===== config.mk =====
export PLATFORM = sky130hd
export DESIGN_NAME = bnms_ctrl
export DESIGN_NICKNAME = d
export VERILOG_FILES = /design/src/rtl/core/bnms_pkg.sv /design/src/rtl/core/bnms_ctrl.sv
export SDC_FILE = /design/constraint.sdc
export NUM_CORES = 1
export LEC_CHECK = 0
export ABC_AREA = 1
export BUFFER_PORTS_ARGS = -buffer_cell sky130_fd_sc_hd__buf_2
export CAP_MARGIN = 5
export CORE_MARGIN = 10
export CORE_UTILIZATION = 60
export DETAILED_ROUTE_END_ITERATION = 10
export PLACE_DENSITY = 0.95
export SLEW_MARGIN = 15
export SYNTH_ARGS = -nofsm -noshare
export SYNTH_HDL_FRONTEND = slang
export SYNTH_SLANG_ARGS = --single-unit

===== constraint.sdc =====
create_clock -name i_clk -period 3.9 [get_ports i_clk]
set_input_delay 0.39 -clock i_clk [delete_from_list [all_inputs] [get_ports i_clk]]
set_output_delay 0.39 -clock i_clk [all_outputs]
set_load 0.05 [all_outputs]

===== src/rtl/core/bnms_pkg.sv =====
// shared types and constants for the box non-max suppression core
// no dependencies; imported by every module under rtl/core except bnms_ram
package bnms_pkg;

    localparam int DEF_MAX_BOXES = 64;
    localparam int COORD_W       = 16;
    localparam int CLASS_W       = 10;
    localparam int SCORE_W       = 16;
    localparam int THR_W         = 17;
    localparam int CORNER_W      = 4 * COORD_W;
    localparam int LS_W          = CLASS_W + SCORE_W;
    localparam int IN_DATA_W     = 96;
    localparam int OUT_DATA_W    = 96;
    localparam int OUT_USER_W    = 2;
    localparam int CFG_IDX_W     = 1;
    localparam int IOU_LAT       = 5;

    localparam logic [THR_W-1:0]     THR_RESET     = 17'd32768;
    localparam logic [CFG_IDX_W-1:0] REG_IOU_THR   = 1'b0;
    localparam logic [CFG_IDX_W-1:0] REG_SCORE_THR = 1'b1;

    typedef enum logic [4:0] {
        ST_LOAD,
        ST_R_RD_I,
        ST_R_LD_I,
        ST_R_RD_J,
        ST_R_CMP,
        ST_R_WR,
        ST_S_RD_O,
        ST_S_RD_A,
        ST_S_LD_A,
        ST_S_CHK,
        ST_S_RD_OB,
        ST_S_RD_B,
        ST_S_IOU,
        ST_S_WAIT,
        ST_E_RD_O,
        ST_E_RD_A,
        ST_E_LD,
        ST_E_CHK,
        ST_E_END
    } t_state;

    typedef struct packed {
        logic load_we;
        logic ovf_set;
        logic sel_ord;
        logic lat_si;
        logic rank_clr;
        logic rank_acc;
        logic ord_we;
        logic lat_a;
        logic lat_box_a;
        logic lat_b;
        logic iou_start;
        logic lat_cand;
        logic push;
        logic finish;
    } t_cmd;

    typedef struct packed {
        logic skip_a;
        logic iou_done;
        logic keep;
        logic pend_valid;
        logic out_free;
    } t_sts;

endpackage


===== src/rtl/core/bnms_ctrl.sv =====
// controller: load, rank, suppression and emission sequencing
// depends on bnms_pkg
module bnms_ctrl #(
    parameter int MAX_BOXES = bnms_pkg::DEF_MAX_BOXES
) (
    input  logic                         i_clk,
    input  logic                         i_rst_n,
    input  logic                         i_in_valid,
    input  logic                         i_in_last,
    output logic                         o_in_ready,
    output bnms_pkg::t_cmd               o_cmd,
    input  bnms_pkg::t_sts               i_sts,
    output logic [$clog2(MAX_BOXES)-1:0] o_rd_idx,
    output logic [$clog2(MAX_BOXES)-1:0] o_wr_idx,
    output logic [$clog2(MAX_BOXES)-1:0] o_cur_i
);
    import bnms_pkg::*;

    localparam int AW = $clog2(MAX_BOXES);
    localparam int CW = $clog2(MAX_BOXES + 1);
    localparam logic [CW-1:0] MAX_CNT = CW'(MAX_BOXES);

    t_state        r_state, n_state;
    logic [CW-1:0] r_cnt, n_cnt, r_i, n_i, r_j, n_j;
    logic [CW-1:0] i_nxt, j_nxt;
    logic          use_j;
    t_cmd          cmd;

    assign i_nxt = r_i + 1'b1;
    assign j_nxt = r_j + 1'b1;

    always_ff @(posedge i_clk) begin
        if (!i_rst_n) begin
            r_state <= ST_LOAD;
            r_cnt   <= '0;
            r_i     <= '0;
            r_j     <= '0;
        end else begin
            r_state <= n_state;
            r_cnt   <= n_cnt;
            r_i     <= n_i;
            r_j     <= n_j;
        end
    end

    always_comb begin
        n_state    = r_state;
        n_cnt      = r_cnt;
        n_i        = r_i;
        n_j        = r_j;
        cmd        = '0;
        use_j      = 1'b0;
        o_in_ready = 1'b0;
        unique case (r_state)
            ST_LOAD: begin
                o_in_ready = 1'b1;
                if (i_in_valid) begin
                    if (r_cnt < MAX_CNT) begin
                        cmd.load_we = 1'b1;
                        n_cnt       = r_cnt + 1'b1;
                    end else begin
                        cmd.ovf_set = 1'b1;
                    end
                    if (i_in_last) begin
                        n_i     = '0;
                        n_state = (n_cnt == '0) ? ST_E_END : ST_R_RD_I;
                    end
                end
            end
            // rank of box i = boxes that sort before it
            ST_R_RD_I: n_state = ST_R_LD_I;
            ST_R_LD_I: begin
                cmd.lat_si   = 1'b1;
                cmd.rank_clr = 1'b1;
                n_j          = '0;
                n_state      = ST_R_RD_J;
            end
            ST_R_RD_J: begin
                use_j   = 1'b1;
                n_state = ST_R_CMP;
            end
            ST_R_CMP: begin
                use_j        = 1'b1;
                cmd.rank_acc = 1'b1;
                if (j_nxt == r_cnt) begin
                    n_state = ST_R_WR;
                end else begin
                    n_j     = j_nxt;
                    n_state = ST_R_RD_J;
                end
            end
            ST_R_WR: begin
                cmd.ord_we = 1'b1;
                if (i_nxt == r_cnt) begin
                    n_i     = '0;
                    n_state = ST_S_RD_O;
                end else begin
                    n_i     = i_nxt;
                    n_state = ST_R_RD_I;
                end
            end
            ST_S_RD_O: n_state = ST_S_RD_A;
            ST_S_RD_A: begin
                cmd.sel_ord = 1'b1;
                cmd.lat_a   = 1'b1;
                n_state     = ST_S_LD_A;
            end
            ST_S_LD_A: begin
                cmd.lat_box_a = 1'b1;
                n_state       = ST_S_CHK;
            end
            ST_S_CHK: begin
                if (i_sts.skip_a || i_nxt == r_cnt) begin
                    if (i_nxt == r_cnt) begin
                        n_i     = '0;
                        n_state = ST_E_RD_O;
                    end else begin
                        n_i     = i_nxt;
                        n_state = ST_S_RD_O;
                    end
                end else begin
                    n_j     = i_nxt;
                    n_state = ST_S_RD_OB;
                end
            end
            ST_S_RD_OB: begin
                use_j   = 1'b1;
                n_state = ST_S_RD_B;
            end
            ST_S_RD_B: begin
                use_j       = 1'b1;
                cmd.sel_ord = 1'b1;
                cmd.lat_b   = 1'b1;
                n_state     = ST_S_IOU;
            end
            ST_S_IOU: begin
                use_j         = 1'b1;
                cmd.iou_start = 1'b1;
                n_state       = ST_S_WAIT;
            end
            ST_S_WAIT: begin
                if (i_sts.iou_done) begin
                    if (j_nxt != r_cnt) begin
                        n_j     = j_nxt;
                        n_state = ST_S_RD_OB;
                    end else if (i_nxt == r_cnt) begin
                        n_i     = '0;
                        n_state = ST_E_RD_O;
                    end else begin
                        n_i     = i_nxt;
                        n_state = ST_S_RD_O;
                    end
                end
            end
            ST_E_RD_O: n_state = ST_E_RD_A;
            ST_E_RD_A: begin
                cmd.sel_ord = 1'b1;
                cmd.lat_a   = 1'b1;
                n_state     = ST_E_LD;
            end
            ST_E_LD: begin
                cmd.lat_cand = 1'b1;
                n_state      = ST_E_CHK;
            end
            ST_E_CHK: begin
                // a held survivor goes out once the next one is known
                if (!(i_sts.keep && i_sts.pend_valid && !i_sts.out_free)) begin
                    cmd.push = i_sts.keep;
                    if (i_nxt == r_cnt) begin
                        n_state = ST_E_END;
                    end else begin
                        n_i     = i_nxt;
                        n_state = ST_E_RD_O;
                    end
                end
            end
            ST_E_END: begin
                if (i_sts.out_free) begin
                    cmd.finish = 1'b1;
                    n_cnt      = '0;
                    n_state    = ST_LOAD;
                end
            end
            default: n_state = ST_LOAD;
        endcase
    end

    assign o_cmd    = cmd;
    assign o_rd_idx = use_j ? r_j[AW-1:0] : r_i[AW-1:0];
    assign o_wr_idx = r_cnt[AW-1:0];
    assign o_cur_i  = r_i[AW-1:0];

`ifndef SYNTHESIS
    a_cnt_bound: assert property (@(posedge i_clk) disable iff (!i_rst_n)
        r_cnt <= MAX_CNT)
        else $error("box count beyond capacity");

    a_push_room: assert property (@(posedge i_clk) disable iff (!i_rst_n)
        (cmd.push && i_sts.pend_valid) |-> i_sts.out_free)
        else $error("survivor pushed over a waiting result");

    a_iou_wait: assert property (@(posedge i_clk) disable iff (!i_rst_n)
        cmd.iou_start |=> (r_state == ST_S_WAIT) && !i_sts.iou_done)
        else $error("overlap test result arrived too early");

    a_write_in_range: assert property (@(posedge i_clk) disable iff (!i_rst_n)
        (cmd.load_we || cmd.ord_we) |-> (r_cnt <= MAX_CNT) && (r_i < MAX_CNT))
        else $error("store write out of range");
`endif

endmodule


== Word-level counts from Yosys, hierarchy flattened ==
Cells that the tools add are included.

* $add $sub $neg: 3
* $lt $le $gt $ge: 1
* Eq/ne operators: 32
* Mux-type cells: 53
* Reductions and logical operators: 16

{| class="wikitable"
|+ Operator list
! cell !! count
|-
| 7-bit two-way mux || 17
|-
| 5-bit case mux with 19 select lines || 1
|-
| 5-bit by 4-bit == test with 1-bit output (second input constant) || 8
|-
| 5-bit two-way mux || 8
|-
| 7-bit case mux with 5 select lines || 1
|-
| 7-bit case mux with 4 select lines || 1
|-
| 2-bit != test (second input constant) || 11
|-
| 7-bit by 1-bit adder with 7-bit output (second input constant) || 3
|-
| 5-bit by 3-bit == test with 1-bit output (second input constant) || 4
|-
| 1-bit two-way mux || 16
|-
| 5-bit == test (second input constant) || 3
|-
| 7-bit == test || 2
|-
| 7-bit case mux with 2 select lines || 1
|-
| 5-bit by 2-bit == test with 1-bit output (second input constant) || 2
|-
| 5-bit AND reduction || 2
|-
| 4-bit two-way mux || 2
|-
| 8-bit AND reduction || 1
|-
| 7-bit logical NOT || 1
|-
| 7-bit < comparator (second input constant) || 1
|-
| 7-bit != test || 1
|-
| 2-bit two-way mux || 3
|-
| 3-bit two-way mux || 2
|-
| 6-bit two-way mux || 1
|-
| 5-bit by 1-bit == test with 1-bit output (second input constant) || 1
|-
| 11 further kinds || 12
|}

* Bits in registers: 26
* Output and inout port bits: 33

== Depth between registers and ports, before layout ==
Gate-level depths: netlist of run 1.

* Depth after elaboration: 9
* Depth in mapped cells: 16
* Depth with buffers taken out: 16

== Worst setup path after synthesis of run 1 ==
Ideal clock, no wire load.

* Path type: register to output
* From: reg r_state[4]
* To: out o_rd_idx[1]
* Arrival time: 2.763 ns
* Required time: 3.510 ns
* Setup slack: 0.747 ns
* Cell stages (with the launch flop): 10
* Buffers on the path: 2
* Cell sequence: dfxtp_1 buf_4 inv_2 nand3_1 nor2_1 nor2_1 inv_1 or4_4 buf_2 o21ai_0

* Longest elaborated chain between the ends: 4
* Elaborated cells on any way between the ends: 8

{| class="wikitable"
|+ RTL lines
! item !! line !! source
|-
| from (decl) || bnms_ctrl.sv:23 || <nowiki>t_state r_state, n_state;</nowiki>
|-
| from (signal assigned) || bnms_ctrl.sv:39 || <nowiki>r_state <= n_state;</nowiki>
|-
| 5-bit by 4-bit == test with 1-bit output (tied with other cells) || bnms_ctrl.sv:54 || <nowiki>unique case (r_state)</nowiki>
|-
| 5-bit OR reduction (no source line) (*) || -- ||
|-
| 1-bit two-way mux (*) || bnms_ctrl.sv:54 ||
|-
| 6-bit two-way mux (*) || bnms_ctrl.sv:189 || <nowiki>assign o_rd_idx = use_j ? r_j[AW-1:0] : r_i[AW-1:0];</nowiki>
|-
| to (decl) || bnms_ctrl.sv:13 || <nowiki>output logic [$clog2(MAX_BOXES)-1:0] o_rd_idx,</nowiki>
|}

Mark *: on every way between the ends. The rest lies on a longest branch, timed or not.

== Worst setup path after layout of run 1 ==
* From: reg r_state[4]
* To: out o_rd_idx[2]

Same word-level chain as after synthesis.

==> flow_summary_export.csv, run 1 <==
group,metric,value,unit
critical_path,reg2reg_depth,14,
critical_path,cp_data_arrival_time,2.31,ns
critical_path,crit_family,"simple AND/OR/NAND/NOR gates",
grt,grt_use_met1,21.99,%
placement,place_ws,1.517,ns
detailed_routing,drt-vias-per-instance,5.509,
hold_path,min_path_cells,3,
critical_path,crit_required,3.51,ns
timing,final.setup_skew,0.003110,ns
timing,drv_slew,0,
cts,cts.htree.levels,1,
synth,yosysWarningCount,0,
timing,fin_ws,1.196,ns
floorplan,die_x,84.44,µm
critical_path,crit_start,"r_state[4]",
floorplan,io-pin-count,42,
synth,netlist_area,0.002491,mm²
critical_path,cp_num_cells,8,
placement,gp_congestion,0.9643,
pwr,power_density,507.2,mW/mm²
critical_path,critPathLaunchType,"flip-flop",
layout,syn_to_final_growth,7.785,%
timing,worst_pin_slew,0.5699,ns
detailed_routing,vias,2793,
timing,fmax,0.3699,GHz
cts,clock_sinks,26,
synth,synth_top_area_cell,"dfxtp_1",
grt,grt_max_degree,20,
pwr,power.leakage,1.303,nW
cts,clk_latency,0.27,ns
synth,ys_ff_latch,26,
floorplan,die_h,84.44,µm
grt,use_met2,30.01,%
layout,utilization,67.13,%
floorplan,dieArea,0.007129,mm²
critical_path,crit_top_cell,"nor2_1",
timing,fin_crit,2.704,ns
timing,max-slew-margin-rel,61.77,%
timing,rsz0062_at_grt,"false",
floorplan,coreArea,0.004000,mm²
synth,synth_area_leaders,"dfxtp_1 21%, nand2_1 17%, nor2_1 9.6%, nand3_1 8.4%, inv_1 7.5%",
critical_path,cpPeakStageDelay,0.54,ns
critical_path,cpMaxStageDelayCell,"dfxtp_1",
critical_path,r2r_start,"r_i[0]",
cts,hold_buffers,0,
cts,clk_path_buf_depth,2,
layout,antennaDiodeCount,0,
cts,cts_root_buf,"clkbuf_8",
placement,numPortBuffers,41,
synth,avgSynthCellArea,5.780,µm²
cts,cts_setup_buffers,0,
cts,cts_buffers,3,
synth,synth_nets,443,
timing,setup_tns,0,ns
critical_path,cp_num_buf_inv,3,
floorplan,rows,23,
pwr,irDropWorstVdd,345.3,µV
timing,setup_viol,0,
synth,syn_inst,431,
timing,post-route-period-util,69.33,%
layout,layout-drive-gt1-share,19.69,%
placement,hpwl,5.453,mm
pwr,power.total,0.001362,W
critical_path,path_cells,"inv_2 -> nand3_1 -> nor2_1 -> nor2_1 -> inv_1 -> or4_4 -> o21ai_0 -> buf_2",
grt,grt_busiest_layer,"met2",
layout,fin_nets,470,
timing,finalHoldViolations,0,
layout,final_common_cell,"nand2_1",
detailed_routing,ant_nets,0,
synth,synth_top_area_share,20.89,%
layout,final_cell_mix,"111 x nand2_1, 64 x nor2_1, 50 x inv_1, 42 x nand3_1, 41 x buf_2",
cts,cts_resized,0,
cts,cts_tree,"yes",
critical_path,cp-end-kind,"primary output",
synth,synth_cell_types,34,
detailed_routing,dr.pass1.iters,5,
detailed_routing,remaining_drc_errors,0,
critical_path,criticalPathCategory,"flip-flop to primary output",
synth,yosysSeqAreaShare,20.89,%
grt,grt_pass1_vias,2578,
grt,grt_pass1_wl,11.16,mm
cts,cts.clk_slew.worst_paths,0.10,ns
hold_path,hold_class,"input pin to flip-flop",
detailed_routing,drt-initial-drc-count,302,
detailed_routing,wl,6.809,mm
critical_path,critPathMaxFanout,12,
run_status,outcome,"finished, final reports clean",
grt,met3_usage,4.444,%
run,cap_violations,0,
floorplan,initial_core_util,62.28,%
grt,antenna_found_initial,0,
grt,grt_use_total,17.82,%
hold_path,hold_path.startpoint,"i_rst_n",
grt,grt_overflow,0,
detailed_routing,wl_per_cell,13.43,µm
## kinds of logic after synthesis
family          synth area share, %
simple gates                  48.32
buf+inv                       14.01
compound gates                13.51
flops                         20.89
xor+xnor                      1.758
fa+ha+maj                     1.507
## registers in the layout, indices dropped and copies added, names as in the netlist
register and count:
r_j 7, r_cnt 7, r_state 5, r_i 7
## cells in the mapped netlist (all sizes together)
library cell	instances
o21ai	22
o22ai	6
nand4	5
nand3	43
nand2	126
nor4	4
ha	3
a211oi	1
buf	16
xor2	4
a31oi	1
or4	1
a21oi	23
nor3	5
clkinv	1
inv	57
or2	1
nor2	79
o211ai	1
dfxtp	26
clkbuf	3
o21bai	2
xnor2	1
## layout make-up
cell class                 instances  area [µm²]
inverter                          58       220.2
clock buffer                       4       55.05
fill                             378        1315
sequential                        26       520.5
multi-input combinational        328        1622
timing repair buffer              41       205.2
tap                               50       62.56
## metal layers
layer,wire (µm),vias to the layer above
li1,-,1419
met1,2970,1227
met2,3103,137
met3,656,10
met4,80,0
met5,0,-
## power breakdown
part | total (W) | leakage [nW] | internal, W | switching (W)
Clock | 0.000180 | 0.0288 | 0.0000903 | 0.0000897
Combinational | 0.000797 | 1.06 | 0.000229 | 0.000568
Sequential | 0.000385 | 0.211 | 0.000308 | 0.0000764
## tightest hold or removal path: cells and delay by family
kind,cells,cell delay [ns]
and+or+nand+nor,1,0.04
AOI/OAI and AO/OA,1,0.07
buffers and inverters,1,0.14
## path summary, 6_finish.rpt
kind / to / slack [ns]
min reg2reg: r_i[6] / 0.49
max reg2reg: r_i[4] / 1.59
max: o_rd_idx[2] / 1.20
min: r_j[0] / 0.41
## per-stage QoR
| step | hold slack (ns) | instance area (µm²) | std cells |
|---|---|---|---|
| after floorplan | 0.4529 | 2491 | 431 |
| after global placement | 0.4788 | 2630 | 503 |
| after detailed placement | 0.4744 | 2630 | 503 |
| after CTS | 0.4043 | 2685 | 507 |
| after global routing | 0.3991 | 2685 | 507 |
| final | 0.4078 | 2685 | 507 |
Power figures use the tool's default switching activity.
==> inputs of run 2 (changes only) <==
--- a/config.mk
+++ b/config.mk
@@ -5,13 +5,13 @@
 export SDC_FILE = /design/constraint.sdc
 export NUM_CORES = 1
 export LEC_CHECK = 0
-export ABC_AREA = 1
+export ABC_AREA = 0
 export BUFFER_PORTS_ARGS = -buffer_cell sky130_fd_sc_hd__buf_2
 export CAP_MARGIN = 5
 export CORE_MARGIN = 10
-export CORE_UTILIZATION = 60
+export CORE_UTILIZATION = 57
 export DETAILED_ROUTE_END_ITERATION = 10
-export PLACE_DENSITY = 0.95
+export PLACE_DENSITY = 0.93
 export SLEW_MARGIN = 15
 export SYNTH_ARGS = -nofsm -noshare
 export SYNTH_HDL_FRONTEND = slang
==> constraint.sdc (replaced) <==
create_clock -name i_clk -period 2.55 [get_ports i_clk]
set_input_delay 0.255 -clock i_clk [delete_from_list [all_inputs] [get_ports i_clk]]
set_output_delay 0.255 -clock i_clk [all_outputs]
set_load 0.05 [all_outputs]
==> run 2 against run 1 <==
- register-to-register slack got worse by 1.5 ns
- clock skew rose by 0.0024 ns
- utilization fell by 1.7 points
- via count fell by 0.54%
- setup slack got worse by 1.1 ns
- area after synthesis rose by 0.25%
- sequential power rose by 34%
- sequential share of layout area fell by 0.83 points
- cell count fell by 17%
- first-iteration DRC count rose by 5.3%
- hold slack improved by 0.041 ns
- non-clock buffer count rose by 23
- critical endpoint is now r_j[2]
- largest cell class unchanged
- highest routed layer unchanged
==> flow_summary_export.csv, run 2 <==
group,metric,value,unit
critical_path,rrSetupSlack,0.09,ns
synth,ys_ff_latch,26,
layout,top_regs,"r_cnt: 7 flops, r_i: 7 flops, r_j: 7 flops",
floorplan,die_h,86.19,µm
synth,yosysMostFrequentCell,"nand2_1",
synth,synth_cell_types,63,
synth,netlist_area,0.002497,mm²
pwr,combPwrFrac,59.7,%
grt,grt_overflow,0,
synth,synth_top_area_share,20.84,%
layout,syn_to_final_growth,12.58,%
cts,cts.htree.levels,1,
synth,synth_area_leaders,"dfxtp_1 21%, nand2_1 5.0%, xnor2_1 4.9%, buf_4 4.2%, o21ai_0 3.8%",
floorplan,dieArea,0.007429,mm²
timing,finalHoldViolations,0,
detailed_routing,wl_per_cell,17.41,µm
timing,drv_slew,0,
floorplan,io-pin-count,42,
timing,final.setup_skew,0.005491,ns
synth,yosysWarningCount,0,
placement,place_inst,417,
layout,antennaDiodeCount,0,
timing,post-route-period-util,96.60,%
pwr,p_int,0.0009276,W
critical_path,cp-end-kind,"flip-flop",
timing,fin_crit,2.463,ns
cts,clk_path_buf_depth,2,
critical_path,cp_data_arrival_time,2.63,ns
placement,numPortBuffers,41,
layout,final_common_cell,"buf_2",
pwr,irDropWorstVdd,575.5,µV
pwr,sw_frac_of_total,50.32,%
pwr,p_clk_share,12.6,%
cts,hold_buffers,0,
detailed_routing,dr.pass1.iters,5,
grt,grt_pass1_vias,2640,
critical_path,criticalPathCategory,"flip-flop to flip-flop",
synth,synth_top_area_cell,"dfxtp_1",
synth,avgSynthCellArea,7.345,µm²
synth,yosysSeqAreaShare,20.84,%
placement,hpwl,5.512,mm
grt,grt_use_total,18.96,%
layout,final_cell_mix,"41 x buf_2, 33 x nand2_1, 25 x dfxtp_1, 23 x buf_4, 20 x nor2_1",
critical_path,critPathMaxFanout,14,
pwr,power.leakage,1.207,nW
synth,ys_top_cells_by_count,"33 x nand2_1, 26 x dfxtp_1, 22 x nor2_1, 19 x o21ai_0, 16 x clkbuf_1",
detailed_routing,wl,7.311,mm
run_status,outcome,"finished, final reports clean",
synth,synth-edff-count,0,
timing,worst_pin_slew,0.5391,ns
floorplan,initial_core_util,58.16,%
placement,gp_congestion,0.9696,
cts,cts_root_buf,"clkbuf_8",
synth,async_flop_share,0,%
layout,layout-drive-gt1-share,23.64,%
detailed_routing,ant_nets,0,
layout,utilization,65.47,%
floorplan,coreArea,0.004294,mm²
synth,synth_nets,352,
placement,place_area,0.002748,mm²
critical_path,crit_required,2.72,ns
detailed_routing,remaining_drc_errors,0,
cts,cts_tree,"yes",
detailed_routing,drt-vias-per-instance,6.614,
pwr,power_density,664.1,mW/mm²
layout,instances_no_fill,420,
floorplan,rows,24,
cts,clock_sinks,26,
grt,grt_pass1_wl,12.10,mm
timing,setup_viol,0,
hold_path,hold_class,"input pin to flip-flop",
detailed_routing,vias,2778,
timing,setup_tns,0,ns
synth,synthFlopType,"dfxtp_1",
detailed_routing,drt-initial-drc-count,318,
timing,fmax,0.4060,GHz
pwr,p_switching,0.0009395,W
cts,cts.clk_slew.worst_paths,0.09,ns
timing,max-slew-margin-rel,64.01,%
synth,syn_inst,340,
floorplan,die_x,86.19,µm
cts,clk_latency,0.27,ns
pwr,seqPwrFrac,27.6,%
timing,hold_ws,0.4492,ns
grt,grt_max_degree,28,
grt,antenna_found_initial,0,
layout,fin_nets,382,
cts,cts_buffers,3,
layout,final_cell_area,0.002811,mm²
critical_path,critPathLaunchType,"flip-flop",
run,cap_violations,0,
==> run 2: cell count changes in the layout (fill, tap and decap cells not counted), sizes merged, moves of 8 or more <==
cell   before  now
nor2b       0   15
a31oi       1    9
buf        41   64
and3        0   10
xnor2       1   14
inv        57   12
nand2     126   33
a21oi      23   15
nand3      43   15
nor2       79   22
==> run 2: kinds of logic (layout without fill, tap and decap cells) <==
family	Yosys count	count (layout)	synth area share, %
DFF	26	26	20.84
buffers and inverters	51	79	10.37
AOI/OAI and AO/OA	93	93	26.90
adders and majority gates	3	3	1.503
and+or+nand+nor	140	140	30.01
xor gates and xnor gates	22	22	8.267
muxes	5	5	2.104
==> run 2: metal layers <==
metal  vias to the layer above  part of all wire [%]  track usage [%]  wire [µm]
met5                         -                     0                0          0
li1                       1290                     -                -          -
met2                       156                    48            32.18       3504
met3                        36                   8.2            3.002        599
met1                      1296                    40            23.00       2930
met4                         0                   3.8            8.395        276
==> run 2: cell type report <==
type                    count  area (µm²)
clock buffers               3       41.29
fillers                   369        1483
inverters                  12       45.04
multi-input cells         263        1760
flip-flops and latches     26       521.8
well taps                  52       65.06
repair buffers             64       377.9
==> run 2: repair_timing <==
| action | CTS | global route |
|---|---|---|
| endpoints found under the setup margin | 5 | 10 |
| buffers inserted | 0 | 0 |
| resized for setup | 2 | 4 |
==> run 2: critical path, cell delays in order (launching register included) <==
cell and delay, ns:
dfxtp_1 0.35, ha_2 0.22, and3_1 0.19, nand3_1 0.13, xnor2_1 0.17, or4_4 0.55, o221a_4 0.37, and3_1 0.19
a31o_1 0.18
==> run 2: metrics by stage <==
stage / setup slack, ns / total power (W)
final: 0.08674 / 0.001867
after global routing: -0.008016 / 0.001972
after CTS: 0.06688 / 0.001833
after detailed placement: -0.04236 / 0.001591
after global placement: 0.06377 / 0.001554
after floorplan: 0.008297 / 0.001372
==> run 2: final timing paths <==
check                 from         end  cells past startpoint
setup / recovery    r_j[0]      r_j[2]                      8
hold reg to reg     r_j[6]      r_j[6]                      2
setup reg to reg    r_j[0]      r_j[2]                      8
hold / removal    i_sts[4]  r_state[3]                      4
==> run 2: power by group through the flow <==
stage               Sequential [W]  Combinational (W)  Clock [W]
floorplan                 0.000492           0.000880          0
global placement          0.000518            0.00104          0
detailed placement        0.000521            0.00107          0
CTS                       0.000512            0.00109   0.000235
global route              0.000522            0.00120   0.000250
finish                    0.000516            0.00112   0.000236
==> inputs of run 3 (changes only) <==
--- a/config.mk
+++ b/config.mk
@@ -8,10 +8,12 @@
 export ABC_AREA = 0
 export BUFFER_PORTS_ARGS = -buffer_cell sky130_fd_sc_hd__buf_2
 export CAP_MARGIN = 5
+export CELL_PAD_IN_SITES_DETAIL_PLACEMENT = 0
+export CELL_PAD_IN_SITES_GLOBAL_PLACEMENT = 1
 export CORE_MARGIN = 10
-export CORE_UTILIZATION = 57
+export CORE_UTILIZATION = 41
 export DETAILED_ROUTE_END_ITERATION = 10
-export PLACE_DENSITY = 0.93
+export PLACE_DENSITY = 0.92
 export SLEW_MARGIN = 15
 export SYNTH_ARGS = -nofsm -noshare
 export SYNTH_HDL_FRONTEND = slang
==> run 3 against run 2 <==
- utilization down 17 points
- power up 2.7%
- fmax up 3.2%
- clock skew down 0.0027 ns
- clock power up 19%
- via count down 4.0%
- cell area up 1.9%
- register-to-register slack better by 0.08 ns
- critical path type unchanged
- highest routed layer unchanged
==> flow_summary_export.csv, run 3 (same netlist as run 2, synthesis figures left out) <==
group,metric,value,unit
run_status,outcome,"finished, final reports clean",
floorplan,die_x,98.05,µm
detailed_routing,remaining_drc_errors,0,
detailed_routing,wl,7.271,mm
detailed_routing,dr.pass1.iters,4,
critical_path,cpMaxStageDelayCell,"or4_4",
timing,rsz0062_at_grt,"false",
timing,fin_crit,2.387,ns
critical_path,cp-end-kind,"flip-flop",
critical_path,cpPeakStageDelay,0.53,ns
hold_path,hold_path.startpoint,"i_sts[0]",
cts,cts.htree.levels,1,
timing,hold_ws,0.4131,ns
critical_path,path_cells,"ha_2 -> and3_1 -> nand3_1 -> xnor2_1 -> or4_4 -> o221a_4 -> and3_1 -> a31o_1",
timing,worst_pin_slew,0.5120,ns
layout,layout-drive-gt1-share,25.07,%
placement,hpwl,5.724,mm
layout,fin_nets,384,
detailed_routing,drt-vias-per-instance,5.978,
hold_path,min_path_cells,4,
cts,clk_path_buf_depth,2,
placement,place_inst,442,
cts,cts_root_buf,"clkbuf_8",
critical_path,rrSetupSlack,0.16,ns
layout,antennaDiodeCount,0,
cts,clock_sinks,26,
floorplan,initial_core_util,42.18,%
floorplan,rows,28,
critical_path,cp_num_cells,8,
detailed_routing,wl_per_cell,16.30,µm
critical_path,crit_end,"r_j[2]",
layout,top_regs,"r_cnt: 7 flops, r_i: 7 flops, r_j: 7 flops",
grt,grt_pass1_vias,2478,
critical_path,critPathLaunchType,"flip-flop",
grt,grt_pass1_wl,12.14,mm
critical_path,criticalPathCategory,"flip-flop to flip-flop",
critical_path,r2r-end,"r_j[2]",
pwr,irDropWorstVdd,354.7,µV
timing,setup_tns,0,ns
cts,cts_tree,"yes",
timing,fmax,0.4189,GHz
pwr,power.leakage,1.217,nW
critical_path,crit_family,"simple AND/OR/NAND/NOR gates",
floorplan,dieArea,0.009613,mm²
grt,antenna_found_initial,0,
timing,post-route-period-util,93.62,%
cts,clk_latency,0.27,ns
layout,syn_to_final_growth,14.68,%
cts,cts_setup_buffers,0,
placement,numPortBuffers,41,
layout,final_common_cell,"buf_2",
grt,grt_use_total,14.41,%
pwr,power.total,0.001918,W
cts,cts_buffers,3,
detailed_routing,ant_nets,0,
detailed_routing,drt-initial-drc-count,161,
floorplan,coreArea,0.005921,mm²
timing,finalHoldViolations,0,
critical_path,critPathMaxFanout,14,
floorplan,die_h,98.05,µm
critical_path,cp_num_buf_inv,0,
timing,drv_slew,0,
cts,cts.clk_slew.worst_paths,0.10,ns
critical_path,cp_data_arrival_time,2.56,ns
placement,gp_congestion,0.9511,
hold_path,hold_class,"input pin to flip-flop",
timing,setup_viol,0,
detailed_routing,vias,2666,
critical_path,crit_required,2.73,ns
run,cap_violations,0,
timing,final.setup_skew,0.002788,ns
critical_path,r2r_start,"r_j[0]",
cts,cts_resized,0,
critical_path,crit_start,"r_j[0]",
timing,max-slew-margin-rel,65.74,%
pwr,power_density,669.8,mW/mm²
grt,grt_overflow,0,
critical_path,reg2reg_depth,8,
cts,hold_buffers,0,
grt,grt_max_degree,27,
layout,final_cell_mix,"41 x buf_2, 32 x nand2_1, 25 x buf_4, 22 x dfxtp_1, 21 x nor2_1",
layout,instances_no_fill,446,
floorplan,io-pin-count,42,
critical_path,crit_top_cell,"and3_1",
-- run 3: worst min-delay path, cell delays in order --
cell	delay, ns
buf_2	0.12
nor2_1	0.07
o21ai_0	0.16
a21oi_1	0.05
-- run 3: final cells by class --
type	instances	area, µm²
well taps	75	93.84
flip-flops and latches	26	525.5
inverters	12	45.04
fillers	593	3057
multi-input cells	263	1752
repair buffers	66	392.9
clock buffers	4	55.05
-- run 3: power breakdown --
| part | internal (W) | switching (W) |
|---|---|---|
| Sequential | 0.000444 | 0.0000716 |
| Clock | 0.000138 | 0.000143 |
| Combinational | 0.000389 | 0.000732 |
-- run 3: through the flow --
stage	util [%]	area, µm²	setup slack (ns)
6_report	48.37	2864	0.1628
5_1_grt	48.37	2864	0.002150
4_1_cts	48.08	2846	0.04092
3_5_place_dp	47.15	2791	0.05500
3_3_place_gp	47.15	2791	0.09436
2_1_floorplan	-	2520	0.008297
-- run 3: worst min-delay path by stage --
stage                 end  slack, ns
2_1_floorplan      r_j[6]       0.45
3_3_place_gp       r_j[6]       0.47
3_5_place_dp       r_j[6]       0.47
4_1_cts        r_state[1]       0.41
5_1_grt        r_state[3]       0.47
6_report       r_state[1]       0.41
-- run 3: per-layer routing --
metal	share of wire [%]	track usage [%]	wire (µm)	vias up
li1	-	-	-	1294
met1	45	17.80	3273	1274
met2	48	24.31	3497	78
met3	4.5	2.114	324	20
met4	2.4	5.817	176	0
met5	0	0	0	-
